<file path="src/rtl/tor_pkg.sv">
`timescale 1ns / 1ps

package tor_pkg;

    // default number of session slots
    localparam int SLOTS_DEFAULT = 4;

    // telnet command bytes
    localparam logic [7:0] B_IAC  = 8'd255;
    localparam logic [7:0] B_SB   = 8'd250;
    localparam logic [7:0] B_SE   = 8'd240;
    localparam logic [7:0] B_WILL = 8'd251;
    localparam logic [7:0] B_WONT = 8'd252;
    localparam logic [7:0] B_DO   = 8'd253;
    localparam logic [7:0] B_DONT = 8'd254;

    // text bytes
    localparam logic [7:0] B_LF        = 8'h0A;
    localparam logic [7:0] B_CR        = 8'h0D;
    localparam logic [7:0] B_PRINT_LO  = 8'h20;
    localparam logic [7:0] B_DEL       = 8'h7F;

    // line limit after reset
    localparam logic [9:0] MAX_LINE_RESET = 10'd512;

    // input modes
    localparam logic MODE_BYTE = 1'b0;
    localparam logic MODE_OPEN = 1'b1;

    // result kinds
    localparam logic [1:0] KIND_CHAR  = 2'd0;
    localparam logic [1:0] KIND_EOL   = 2'd1;
    localparam logic [1:0] KIND_REPLY = 2'd2;

    typedef struct packed {
        logic       mode;
        logic [1:0] slot;
        logic [7:0] data_byte;
    } in_item_t;

    typedef struct packed {
        logic [1:0] kind;
        logic [7:0] out_byte;
        logic [1:0] out_slot;
        logic       last;
    } out_item_t;

endpackage

</file>
<file path="src/rtl/telnet_option_refuser.sv">
`timescale 1ns / 1ps
// the first result of an input transaction passes the input register, then the result register
// one input item per cycle while the result buffer has room; an option reply is three bytes
// the per-slot parser state, held in flip-flops, is read and written in the same cycle
// reset (rst_n low, asynchronous) puts every slot in text state with zero line count
// and sets the line limit to 512; no clearing pass is needed
module telnet_option_refuser #(
    parameter int SLOTS = tor_pkg::SLOTS_DEFAULT
) (
    input  logic                clk,
    input  logic                rst_n,
    input  logic                in_valid,
    output logic                in_stall,
    input  tor_pkg::in_item_t   in_data,
    output logic                out_valid,
    input  logic                out_stall,
    output tor_pkg::out_item_t  out_data,
    input  logic                cfg_valid,
    output logic                cfg_ready,
    input  logic [9:0]          cfg_data
);
    import tor_pkg::*;

    localparam int SLOT_W = (SLOTS > 1) ? $clog2(SLOTS) : 1;

    typedef enum logic [2:0] {
        ST_TEXT    = 3'd0,
        ST_IAC     = 3'd1,
        ST_OPT     = 3'd2,
        ST_SUB     = 3'd3,
        ST_SUB_IAC = 3'd4
    } parse_state_t;

    typedef struct packed {
        logic [1:0]            count;
        out_item_t [2:0]       items;
    } burst_t;

    // configuration register
    logic [9:0] max_line_reg;

    assign cfg_ready = 1'b1;

    always_ff @(posedge clk or negedge rst_n)
    begin
        if (!rst_n)
        begin
            max_line_reg <= MAX_LINE_RESET;
        end
        else if (cfg_valid && cfg_ready)
        begin
            max_line_reg <= cfg_data;
        end
    end

    // input register
    logic      in_valid_reg;
    in_item_t  in_item_reg;
    logic      fire;
    logic      can_load;
    logic      pop;

    assign in_stall = in_valid_reg && !fire;

    always_ff @(posedge clk or negedge rst_n)
    begin
        if (!rst_n)
        begin
            in_valid_reg <= 1'b0;
        end
        else if (!in_stall)
        begin
            in_valid_reg <= in_valid;
        end
    end

    always_ff @(posedge clk)
    begin
        if (in_valid && !in_stall)
        begin
            in_item_reg <= in_data;
        end
    end

    // per-slot state
    parse_state_t parse_state_reg [SLOTS];
    logic [7:0]   pending_verb_reg [SLOTS];
    logic [9:0]   line_count_reg [SLOTS];

    logic [SLOT_W+1:0]  slot_wide;
    logic [SLOT_W-1:0]  slot_idx;
    logic               slot_ok;
    parse_state_t       cur_state;
    logic [7:0]         cur_verb;
    logic [9:0]         cur_count;
    parse_state_t       state_next;
    logic [7:0]         verb_next;
    logic [9:0]         count_next;
    logic [7:0]         b;
    logic [7:0]         reply;
    burst_t             burst;

    assign slot_wide = {{SLOT_W{1'b0}}, in_item_reg.slot};
    assign slot_idx  = slot_wide[SLOT_W-1:0];
    assign slot_ok   = (32'(in_item_reg.slot) < SLOTS);
    assign cur_state = parse_state_reg[slot_idx];
    assign cur_verb  = pending_verb_reg[slot_idx];
    assign cur_count = line_count_reg[slot_idx];
    assign b         = in_item_reg.data_byte;

    // parser step for the slot held in the input register
    always_comb
    begin
        state_next = cur_state;
        verb_next  = cur_verb;
        count_next = cur_count;
        reply      = B_WONT;
        burst      = '0;
        if (!slot_ok)
        begin
            burst.count = 2'd0;
        end
        else if (in_item_reg.mode == MODE_OPEN)
        begin
            state_next = ST_TEXT;
            verb_next  = 8'd0;
            count_next = 10'd0;
        end
        else
        begin
            unique case (cur_state)
                ST_IAC:
                begin
                    if (b == B_SB)
                    begin
                        state_next = ST_SUB;
                    end
                    else if (b >= B_WILL && b <= B_DONT)
                    begin
                        verb_next  = b;
                        state_next = ST_OPT;
                    end
                    else
                    begin
                        state_next = ST_TEXT;
                    end
                end
                ST_OPT:
                begin
                    state_next = ST_TEXT;
                    reply = (cur_verb == B_DO) ? B_WONT : B_DONT;
                    if (cur_verb == B_DO || cur_verb == B_WILL)
                    begin
                        burst.count    = 2'd3;
                        burst.items[0] = '{kind: KIND_REPLY, out_byte: B_IAC,
                                           out_slot: in_item_reg.slot, last: 1'b0};
                        burst.items[1] = '{kind: KIND_REPLY, out_byte: reply,
                                           out_slot: in_item_reg.slot, last: 1'b0};
                        burst.items[2] = '{kind: KIND_REPLY, out_byte: b,
                                           out_slot: in_item_reg.slot, last: 1'b1};
                    end
                end
                ST_SUB:
                begin
                    if (b == B_IAC)
                    begin
                        state_next = ST_SUB_IAC;
                    end
                end
                ST_SUB_IAC:
                begin
                    state_next = (b == B_SE) ? ST_TEXT : ST_SUB;
                end
                default:
                begin
                    state_next = ST_TEXT;
                    if (b == B_IAC)
                    begin
                        state_next = ST_IAC;
                    end
                    else if (b == B_LF || b == B_CR)
                    begin
                        if (cur_count != 10'd0)
                        begin
                            burst.count    = 2'd1;
                            burst.items[0] = '{kind: KIND_EOL, out_byte: 8'd0,
                                               out_slot: in_item_reg.slot, last: 1'b1};
                            count_next     = 10'd0;
                        end
                    end
                    else if (b >= B_PRINT_LO && b < B_DEL && cur_count < max_line_reg)
                    begin
                        burst.count    = 2'd1;
                        burst.items[0] = '{kind: KIND_CHAR, out_byte: b,
                                           out_slot: in_item_reg.slot, last: 1'b1};
                        count_next     = cur_count + 10'd1;
                    end
                end
            endcase
        end
    end

    assign fire = in_valid_reg && (burst.count == 2'd0 || can_load);

    // state write-back
    always_ff @(posedge clk or negedge rst_n)
    begin
        if (!rst_n)
        begin
            for (int i = 0; i < SLOTS; i++)
            begin
                parse_state_reg[i]  <= ST_TEXT;
                pending_verb_reg[i] <= 8'd0;
                line_count_reg[i]   <= 10'd0;
            end
        end
        else if (fire && slot_ok)
        begin
            parse_state_reg[slot_idx]  <= state_next;
            pending_verb_reg[slot_idx] <= verb_next;
            line_count_reg[slot_idx]   <= count_next;
        end
    end

    // result buffer, head at entry zero
    out_item_t  buf_reg [3];
    logic [1:0] buf_count_reg;
    logic       load;

    assign out_valid = (buf_count_reg != 2'd0);
    assign out_data  = buf_reg[0];
    assign pop       = out_valid && !out_stall;
    assign can_load  = (buf_count_reg == 2'd0) || (buf_count_reg == 2'd1 && pop);
    assign load      = fire && (burst.count != 2'd0);

    always_ff @(posedge clk or negedge rst_n)
    begin
        if (!rst_n)
        begin
            buf_count_reg <= 2'd0;
        end
        else if (load)
        begin
            buf_count_reg <= burst.count;
        end
        else if (pop)
        begin
            buf_count_reg <= buf_count_reg - 2'd1;
        end
    end

    always_ff @(posedge clk)
    begin
        if (load)
        begin
            buf_reg[0] <= burst.items[0];
            buf_reg[1] <= burst.items[1];
            buf_reg[2] <= burst.items[2];
        end
        else if (pop)
        begin
            buf_reg[0] <= buf_reg[1];
            buf_reg[1] <= buf_reg[2];
        end
    end

    // checks
    a_last_on_final: assert property (@(posedge clk) disable iff (!rst_n)
        out_valid |-> (out_data.last == (buf_count_reg == 2'd1)))
        else $error("last flag does not match remaining results");

    a_burst_head_iac: assert property (@(posedge clk) disable iff (!rst_n)
        (buf_count_reg == 2'd3) |-> (out_data.kind == KIND_REPLY && out_data.out_byte == B_IAC))
        else $error("reply burst does not start with IAC");

    a_eol_zero: assert property (@(posedge clk) disable iff (!rst_n)
        (out_valid && out_data.kind == KIND_EOL) |-> (out_data.out_byte == 8'd0))
        else $error("end of line carries a non-zero byte");

    a_load_shows: assert property (@(posedge clk) disable iff (!rst_n)
        load |=> out_valid)
        else $error("loaded results not presented");

endmodule

</file>
<file path="config.mk">
export PLATFORM = sky130hd
export DESIGN_NAME = telnet_option_refuser
export DESIGN_NICKNAME = d
export VERILOG_FILES = /design/src/rtl/tor_pkg.sv /design/src/rtl/telnet_option_refuser.sv
export SDC_FILE = /design/constraint.sdc
export NUM_CORES = 1
export LEC_CHECK = 0
export BUFFER_PORTS_ARGS = -buffer_cell sky130_fd_sc_hd__buf_2
export CAP_MARGIN = 30
export CORE_UTILIZATION = 61
export DETAILED_ROUTE_END_ITERATION = 7
export PLACE_DENSITY = 0.8
export SYNTH_ARGS = -nofsm -noshare
export SYNTH_HDL_FRONTEND = slang
export SYNTH_SLANG_ARGS = --single-unit
</file>
<file path="constraint.sdc">
create_clock -name clk -period 4.5 [get_ports clk]
set_input_delay 0.225 -clock clk [delete_from_list [all_inputs] [get_ports clk]]
set_output_delay 0.225 -clock clk [all_outputs]
set_load 0.02 [all_outputs]
</file>
# == Word level (Yosys, flattened, before mapping) ==
# Memory sizes are Yosys's and may differ from the RTL's.
# Cells that the tools add are included.
# word_totals
elab_cells,126
ramBits,39
n_memories,1
ff_bits,108
input_bits,26
out_inout_bits,16
# op_classes
n_bitwise,3
addsub,2
n_lt_le_gt_ge,7
n_reduce_logical,25
eq_ne,12
n_mux,58
# mem_list
name,depth,width,read_ports,rd_clocked_by_memory_dff,write_ports,line,rtl
buf_reg,3,13,3,0,3,telnet_option_refuser.sv:226,out_item_t buf_reg [3];
# ops
op,n
$mux 10,9
$mux 41,2
$mux 8,7
$mux 13,4
$bwmux 40,1
$eq 8x8->1 const B,5
$bwmux 32,1
$mux 26,1
$pmux 13 s2,1
$bmux 10 s2,1
$demux 10 s2,1
$bmux 8 s2,1
$demux 8 s2,1
$eq 8x4->1 const B,2
$mux 2,8
$mux 3,5
$bwmux 12,1
$mux 12,1
$pmux 3 s4,1
$mux 11,1
$add 10x1->10 const B,1
$logic_and 1x1->1,10
$lt 10x10->1,1
$reduce_bool 10->1,1
other kinds (23),40

# == Longest topological paths before layout ==
# Gate-level depths: netlist (run 1).
# logic_depth
ltp_word,18
mapped_depth,13
ltp_nobuf,9

# == Worst setup path after synthesis (run 1) ==
# OpenSTA, ideal clock, no wires.
# synth_timing
path_kind,reg-to-reg
from,reg in_item_reg (netlist bit slot_idx[0])
to,"reg in_item_reg (netlist bit b[0]), enable pin"
path_stages_with_launch,13
t_required_ns,4.164
setup_ns,0.336
slack_ns,0.739
period_less_slack_ns,3.761
arrival_ns,3.425
path_buffers,3
path_cell_list,edfxtp_1 > buf_4 > buf_2 > mux4_2 > ha_1 > o211a_1 > o2111ai_1 > nand3_1 > nor3_1 > buf_2 > nor2_1 > nor3b_1 > nor2b_1
# synth_via
elab_chain_len,18
word_cells_on_any_way,35
cone_classes,1 x order compare; 6 x eq/ne; 16 x mux; 1 x bitwise; 11 x reduce/logical
# synth_rtl
element,line,rtl
"start, declared",telnet_option_refuser.sv:58,in_item_t in_item_reg;
"start signal, assigned",telnet_option_refuser.sv:81,in_item_reg <= in_data;
$not 2->3 (not written as such) *,"telnet_option_refuser.sv:106, telnet_option_refuser.sv:107, telnet_option_refuser.sv:108",
$bmux 10 s2,telnet_option_refuser.sv:108,assign cur_count = line_count_reg[slot_idx];
$mux 10 (not written as such) (2 in series),telnet_option_refuser.sv:108,
$lt 10x10->1,telnet_option_refuser.sv:191,else if (b >= B_PRINT_LO && b < B_DEL && cur_count < max_line_reg)
$logic_and 1x1->1,telnet_option_refuser.sv:191,
$mux 1,telnet_option_refuser.sv:191,
$mux 2,telnet_option_refuser.sv:181,else if (b == B_LF || b == B_CR)
$mux 2,telnet_option_refuser.sv:177,if (b == B_IAC)
[... 2 more ...],--,
$logic_not 2->1 *,telnet_option_refuser.sv:203,assign fire = in_valid_reg && (burst.count == 2'd0 || can_load);
$logic_or 1x1->1 *,telnet_option_refuser.sv:203,
$logic_and 1x1->1 *,telnet_option_refuser.sv:203,
$logic_not 1->1 *,telnet_option_refuser.sv:63,assign in_stall = in_valid_reg && !fire;
$logic_and 1x1->1 *,telnet_option_refuser.sv:63,
via in_stall,telnet_option_refuser.sv:13,"output logic in_stall,"
$logic_not 1->1 *,telnet_option_refuser.sv:79,if (in_valid && !in_stall)
$logic_and 1x1->1 *,telnet_option_refuser.sv:79,
# Mark *: on every way through the listed nets, which the timed path passes. The rest lies on a longest branch. The select of a mux whose other input is x is not followed.
# A chain may end at the register's enable or synchronous reset.

# == Worst setup path in the final report (run 1) ==
# layout_timing
from,reg in_item_reg (netlist bit slot_idx[0])
to,out in_stall
# layout_via
elab_chain_len,16
word_cells_on_any_way,33
cone_classes,1 x order compare; 6 x eq/ne; 16 x mux; 1 x bitwise; 9 x reduce/logical
# layout_rtl
element,line,rtl
$not 2->3 (not written as such) *,"telnet_option_refuser.sv:106, telnet_option_refuser.sv:107, telnet_option_refuser.sv:108",
$bmux 10 s2,telnet_option_refuser.sv:108,
$mux 10 (not written as such) (2 in series),telnet_option_refuser.sv:108,
$lt 10x10->1,telnet_option_refuser.sv:191,
$logic_and 1x1->1,telnet_option_refuser.sv:191,
$mux 1,telnet_option_refuser.sv:191,
$mux 2,telnet_option_refuser.sv:181,
$mux 2,telnet_option_refuser.sv:177,
$pmux 2 s2 *,telnet_option_refuser.sv:131,unique case (cur_state)
$mux 41 *,telnet_option_refuser.sv:123,else if (in_item_reg.mode == MODE_OPEN)
$logic_not 2->1 *,telnet_option_refuser.sv:203,
$logic_or 1x1->1 *,telnet_option_refuser.sv:203,
$logic_and 1x1->1 *,telnet_option_refuser.sv:203,
$logic_not 1->1 *,telnet_option_refuser.sv:63,
$logic_and 1x1->1 *,telnet_option_refuser.sv:63,
"end, declared",telnet_option_refuser.sv:13,
# Every way passes the cells marked *; elsewhere a longest branch is shown, timed or not. The select of a mux whose other input is x is not followed.

==> impl_metrics.tcl, run 1 <==
set metrics [dict create \
    status "complete, no violations" \
    path_cells "mux4_2 > ha_1 > a2111oi_0 > buf_4 > nand3_1 > nor3_1 > nor2_1 > nor3b_1 > buf_2" \
    synthCells 560 \
    cp_slowest_cell "edfxtp_1" \
    async_reset_ff_share_pct 67.4 \
    final_cell_mix "dfrtp_1 (96), edfxtp_1 (47), buf_2 (39)" \
    num_rows 39 \
    ant_nets 0 \
    layout_commonest_cell "dfrtp_1" \
    cp_max_fo 11 \
    synth_top_area_share_pct 33.3 \
    finalMaxSlewViolations 0 \
    area_growth_pct 12.6 \
    p_per_area_nw_per_um2 427 \
    worstPathArrival_ns 3.92 \
    antenna_found_initial 0 \
    final_cell_area_um2 8120 \
    r2r-start "slot_idx[0]" \
    final_nets 643 \
    path_clk_slew_ns 0.06 \
    placed_area_um2 7450 \
    slew_headroom_pct 29.9 \
    setup_viol 0 \
    final_core_util_pct 70.8 \
    clockRootBuffer "clkbuf_16" \
    maxCapViolations 0 \
    cts_buffer_depth 2 \
    max_slew.worst_pin.slew_ns 1.05 \
    start_kind "flop" \
    r2r_slack_ns 0.38 \
    crit_type "reg -> out" \
    leakagePower_nw 3.69 \
    largest_reg_flops 40 \
    initial_core_util_pct 62.9 \
    rsz0062_at_grt "false" \
    slowest_delay_ns 0.75 \
    cts_tree "done" \
    die_area_um2 12300 \
    yosysUniqueCellTypes 61 \
    yosysWarnings 0 \
    grt_pass1_vias 4942 \
    syn_avg_cell_area_um2 12.9 \
    dp_hpwl_um 10200 \
    synth_nets 599 \
    wl_per_cell_um 20.7 \
    synth-seq-cells 144 \
    first_iter_violations 499 \
    n_antenna_cell 0 \
    routabilityCongestion 0.915 \
    die_h_um 111 \
    worstHoldStart "cfg_data[6]" \
    syn_area_um2 7210 \
    ys_seq_area_share_pct 53.2 \
    synth_area_leaders "dfrtp_1 (33%), edfxtp_1 (20%), mux4_2 (6.6%), mux2_4 (5.8%), mux2_2 (5.0%)" \
    synth_edf_count 47 \
    core_area_um2 11500 \
    vias 4862 \
    grt_usage_pct 27.7 \
    final-hold-violation-count 0 \
    yosys.area.top_type "dfrtp_1" \
    max_freq_mhz 242 \
    tns_ns 0 \
    hold_path.class "in -> reg" \
    cts_buffers 17 \
    wl_um 15700 \
    ios 42 \
    crit_required_ns 4.28 \
    grt_overflow 0 \
    drc 0 \
    skew_ns 0.0143 \
    fin_crit_sh_pct 92.0 \
    grt_pass1_wl_um 26100 \
    vias_per_cell 6.40 \
    drive_gt1_share_pct 28.5 \
    post_cts_buffers 0 \
    grt_max_degree 67 \
    min_period_ns 4.14 \
    io_buffers 40 \
    critPathCaptureType "output pin" \
    cp-startpoint "slot_idx[0]" \
    clock_sinks 144 \
    htreeDepth 4 \
    firstDrtPassIters 5 \
    synthFlopType "dfrtp_1" \
    die_x_um 111 \
    peakVddDrop_uv 420 \
    insertion_delay_ns 0.43 \
]
==> metrics by stage <==
step / power, W / hold slack, ns / instances / worst slack [ns]
6_report: 0.00347 / 0.0108 / 760 / 0.360
5_1_grt: 0.00361 / 0.00278 / 760 / 0.0414
4_1_cts: 0.00347 / 0.000300 / 759 / 0.325
3_5_place_dp: 0.00219 / 0.189 / 714 / 0.340
3_3_place_gp: 0.00217 / 0.178 / 714 / 0.483
2_1_floorplan: 0.00206 / -0.0706 / 560 / 0.739
==> final timing paths <==
kind / end / depth (start not counted)
hold reg to reg: pending_verb_reg[2] / 1
min in group asynchronous: line_count_reg[4] / 2
hold / removal: max_line_reg[6] / 3
max in group asynchronous: buf_count_reg[0] / 3
setup / recovery: in_stall / 9
setup reg to reg: buf_reg[0][15] / 8
==> cell families (layout without fill, tap and decap cells) <==
| family | after synthesis | after routing | synth area share [%] |
|---|---|---|---|
| AND/OR/NAND/NOR | 121 | 121 | 8.93 |
| adder cells (fa/ha/maj) | 13 | 13 | 2.25 |
| XOR/XNOR | 4 | 4 | 0.486 |
| AO/OA/AOI/OAI | 118 | 118 | 11.4 |
| multiplexers | 88 | 88 | 18.4 |
| flip-flops | 144 | 144 | 53.2 |
| buffers and inverters | 71 | 128 | 5.19 |
| other | 1 | 1 | 0.0520 |
==> what timing repair did <==
action,in CTS,in global routing
hold buffers,13,0
endpoints found under the hold margin,42,0
resized for setup,0,0
==> power by group <==
group	switching, W	internal [W]
combinational	0.000346	0.000234
clock	0.000577	0.000706
sequential	0.0000759	0.00153
==> worst max-delay path: cells and delay by family, from the launching register on <==
| family | cells | cell delay (ns) |
|---|---|---|
| mux | 1 | 0.65 |
| simple gates | 4 | 1.04 |
| compound gates | 1 | 0.36 |
| flops | 1 | 0.75 |
| fa+ha+maj | 1 | 0.24 |
| buf+inv | 2 | 0.44 |
==> per-layer routing <==
layer / part of all wire (%) / global-route usage, % / vias to the layer above
met4: 3.3 / 12.9 / 0
li1: - / - / 2188
met5: 0 / 0 / -
met1: 43 / 37.6 / 2392
met2: 48 / 42.9 / 237
met3: 6.3 / 6.01 / 45
==> synth_stat cells (3+ instances only) <==
| library cell | n |
|---|---|
| and3_1 | 14 |
| a22o_1 | 20 |
| mux2_2 | 32 |
| mux2_4 | 28 |
| mux4_2 | 21 |
| o2bb2ai_1 | 8 |
| nand2b_1 | 4 |
| nand4_1 | 5 |
| edfxtp_1 | 47 |
| or2_1 | 3 |
| a41oi_1 | 3 |
| nand3_1 | 11 |
| and2_1 | 4 |
| ha_1 | 13 |
| o21a_1 | 5 |
| clkbuf_1 | 13 |
| a21o_1 | 14 |
| o21ai_0 | 23 |
| buf_2 | 11 |
| nor4b_1 | 3 |
| mux2i_1 | 3 |
| a21oi_1 | 21 |
| nor2_1 | 17 |
| nor3_1 | 9 |
| nor4_1 | 4 |
| dfrtp_1 | 96 |
| inv_1 | 25 |
| o31ai_1 | 5 |
| xnor2_1 | 3 |
| a32o_1 | 3 |
| buf_6 | 5 |
| nand2_1 | 31 |
| buf_4 | 15 |
| mux2_1 | 4 |
==> area by class of cell <==
| class | count | area [µm²] |
|---|---|---|
| Clock buffer | 17 | 425 |
| Clock inverter | 15 | 110 |
| Fill cell | 755 | 3340 |
| Inverter | 25 | 93.8 |
| Multi-Input combinational cell | 345 | 3010 |
| Sequential cell | 144 | 3840 |
| Tap cell | 143 | 179 |
| Timing Repair Buffer | 71 | 468 |
Note: power is estimated with default switching activity, not from simulation.
==> run 2, diff against run 1 <==
--- a/config.mk
+++ b/config.mk
@@ -7,9 +7,9 @@
 export LEC_CHECK = 0
 export BUFFER_PORTS_ARGS = -buffer_cell sky130_fd_sc_hd__buf_2
 export CAP_MARGIN = 30
-export CORE_UTILIZATION = 61
+export CORE_UTILIZATION = 47
 export DETAILED_ROUTE_END_ITERATION = 7
-export PLACE_DENSITY = 0.8
+export GPL_ROUTABILITY_DRIVEN = 0
 export SYNTH_ARGS = -nofsm -noshare
 export SYNTH_HDL_FRONTEND = slang
 export SYNTH_SLANG_ARGS = --single-unit
==> run 2 against run 1 <==
  * Clock power increased by 21%
  * Critical path type unchanged
  * Setup slack better by 0.047 ns
  * Fmax is 1.2% higher
  * Via count shrank 1.6%
  * Combinational power increased by 3.6%
  * Hold slack is essentially flat
  * Design area grew 3.1%
  * Largest power group unchanged
  * Utilization is 14 points lower
  * Clock skew is 0.0072 ns lower
==> impl_metrics.tcl, run 2 (synthesized netlist as in run 1, its figures left out) <==
set metrics [dict create \
    crit_type "reg -> out" \
    layout_commonest_cell "dfrtp_1" \
    min_period_ns 4.09 \
    insertion_delay_ns 0.43 \
    peakVddDrop_uv 340 \
    area_growth_pct 16.1 \
    cts_buffers 17 \
    clock_sinks 144 \
    final-hold-violation-count 0 \
    leakagePower_nw 3.81 \
    cts_tree "done" \
    start_kind "flop" \
    cts_hold_buffers 14 \
    p_sw_w 0.000958 \
    seq_power_share_pct 42.5 \
    drc 0 \
    ios 42 \
    hold_path_depth 3 \
    critPathCaptureType "output pin" \
    skew_ns 0.00707 \
    maxCapViolations 0 \
    p_per_area_nw_per_um2 447 \
    core_area_um2 14800 \
    tns_ns 0 \
    rsz0062_at_grt "false" \
    grt_overflow 0 \
    die_area_um2 15800 \
    max_slew.worst_pin.slew_ns 0.961 \
    cts_resized 0 \
    wl_um 16000 \
    internal_power_w 0.00279 \
    dp_hpwl_um 11000 \
    grt_usage_pct 21.8 \
    path_cells "mux4_2 > ha_1 > a2111oi_0 > buf_4 > nand3_1 > nor3_1 > buf_4 > nor2_1 > nor3b_1 > buf_2" \
    largest_reg_flops 40 \
    io_buffers 40 \
    worstPathArrival_ns 3.87 \
    cpMostUsedCell "buf_4" \
    multiInputGateArea_um2 3010 \
    status "complete, no violations" \
    crit_required_ns 4.28 \
    r2r_cells 8 \
    die_x_um 126 \
    vias_per_cell 5.91 \
    r2r_slack_ns 0.45 \
    finalMaxSlewViolations 0 \
    antenna_found_initial 0 \
    crit_buf_inv 3 \
    setup_viol 0 \
    grt_pass1_vias 4965 \
    cp_slowest_cell "edfxtp_1" \
    wl_per_cell_um 19.7 \
    p_sw_share_pct 25.6 \
    final_core_util_pct 56.8 \
    ant_nets 0 \
    final_cell_mix "dfrtp_1 (96), edfxtp_1 (47), buf_2 (39)" \
    num_rows 44 \
    slowest_delay_ns 0.79 \
    die_h_um 126 \
    final_nets 651 \
    grt_pass1_wl_um 26300 \
    drive_gt1_share_pct 29.1 \
    cts_buffer_depth 2 \
    max_freq_mhz 244 \
    hold_path.class "in -> reg" \
    vias 4782 \
    fill_cells 1172 \
    r2r-start "slot_idx[0]" \
    worstHoldStart "cfg_data[2]" \
    initial_core_util_pct 48.9 \
    cp_max_fo 14 \
    n_antenna_cell 0 \
    clockRootBuffer "clkbuf_16" \
    combinationalPowerShare_pct 16.0 \
    slew_headroom_pct 35.1 \
    post_cts_buffers 0 \
    first_iter_violations 362 \
    layout.area.seq_um2 3840 \
    critical-path-top-delay-family "flip-flops" \
    r2r_end "buf_reg[0][15]" \
    path_clk_slew_ns 0.06 \
    htreeDepth 4 \
    fin_crit_sh_pct 90.9 \
    firstDrtPassIters 4 \
    grt_max_degree 52 \
    holdPathEnd "max_line_reg[2]" \
    clock_power_share_pct 41.4 \
]
run 2: changes by cell type in the layout (fill, tap and decap cells not counted), moves of 2 or more:
cell        previous run  this run
clkinvlp_4             6         1
bufinv_16              0         3
clkbuf_1               0         2
buf_4                 19        25
clkinv_2               2         0
inv_6                  3         0
clkbuf_16             17        19
clkbuf_8               0         5
run 2: worst max path at each step:
stage / from / endpoint / depth (start not counted)
3_5_place_dp: slot_idx[0] / buf_reg[0][15] / 8
2_1_floorplan: slot_idx[0] / b[0] / 12
3_3_place_gp: slot_idx[0] / buf_reg[0][17] / 8
6_report: slot_idx[0] / in_stall / 10
5_1_grt: slot_idx[0] / in_stall / 10
4_1_cts: slot_idx[0] / buf_reg[0][15] / 8
run 2: power groups by stage:
stage	registers [W]	clock network [W]	logic, W
after global placement	0.00162	0	0.000576
after CTS	0.00160	0.00157	0.000603
after global routing	0.00161	0.00164	0.000655
after detailed placement	0.00162	0	0.000590
final	0.00159	0.00155	0.000601
after floorplan	0.00159	0	0.000466
run 2: metal layers:
metal / up-vias / share of wire (%) / track usage, %
met5: - / 0 / 0
met4: 0 / 1.4 / 6.17
li1: 2194 / - / -
met2: 132 / 47 / 34.6
met1: 2436 / 47 / 29.7
met3: 20 / 4.6 / 5.56
run 2: metrics by stage:
step | setup slack [ns] | cells | hold WS, ns | instance area (µm²) | total power [W]
floorplan | 0.739 | 560 | -0.0706 | 7210 | 0.00206
global placement | 0.505 | 761 | 0.294 | 7560 | 0.00219
detailed placement | 0.393 | 762 | 0.300 | 7570 | 0.00221
CTS | 0.363 | 808 | 0.00144 | 8370 | 0.00377
global route | 0.0503 | 809 | 0.00224 | 8380 | 0.00390
finish | 0.407 | 809 | 0.0107 | 8380 | 0.00375
run 2: worst reg2reg max path, cell delays in order (launching register included):
cell	delay, ns
edfxtp_1	0.79
buf_4	0.36
mux4_2	0.62
o21a_1	0.24
or2_1	0.32
a21o_1	0.20
nor2_1	0.17
o21a_1	0.69
mux2_2	0.41
run 2: area by class of cell:
cell class	instances	share of cell area (%)
timing repair buffer	79	6.48
inverter	25	1.12
clock buffer	26	6.59
sequential	144	45.8
clock inverter	6	1.34
tap	184	2.75
multi-input combinational	345	35.9
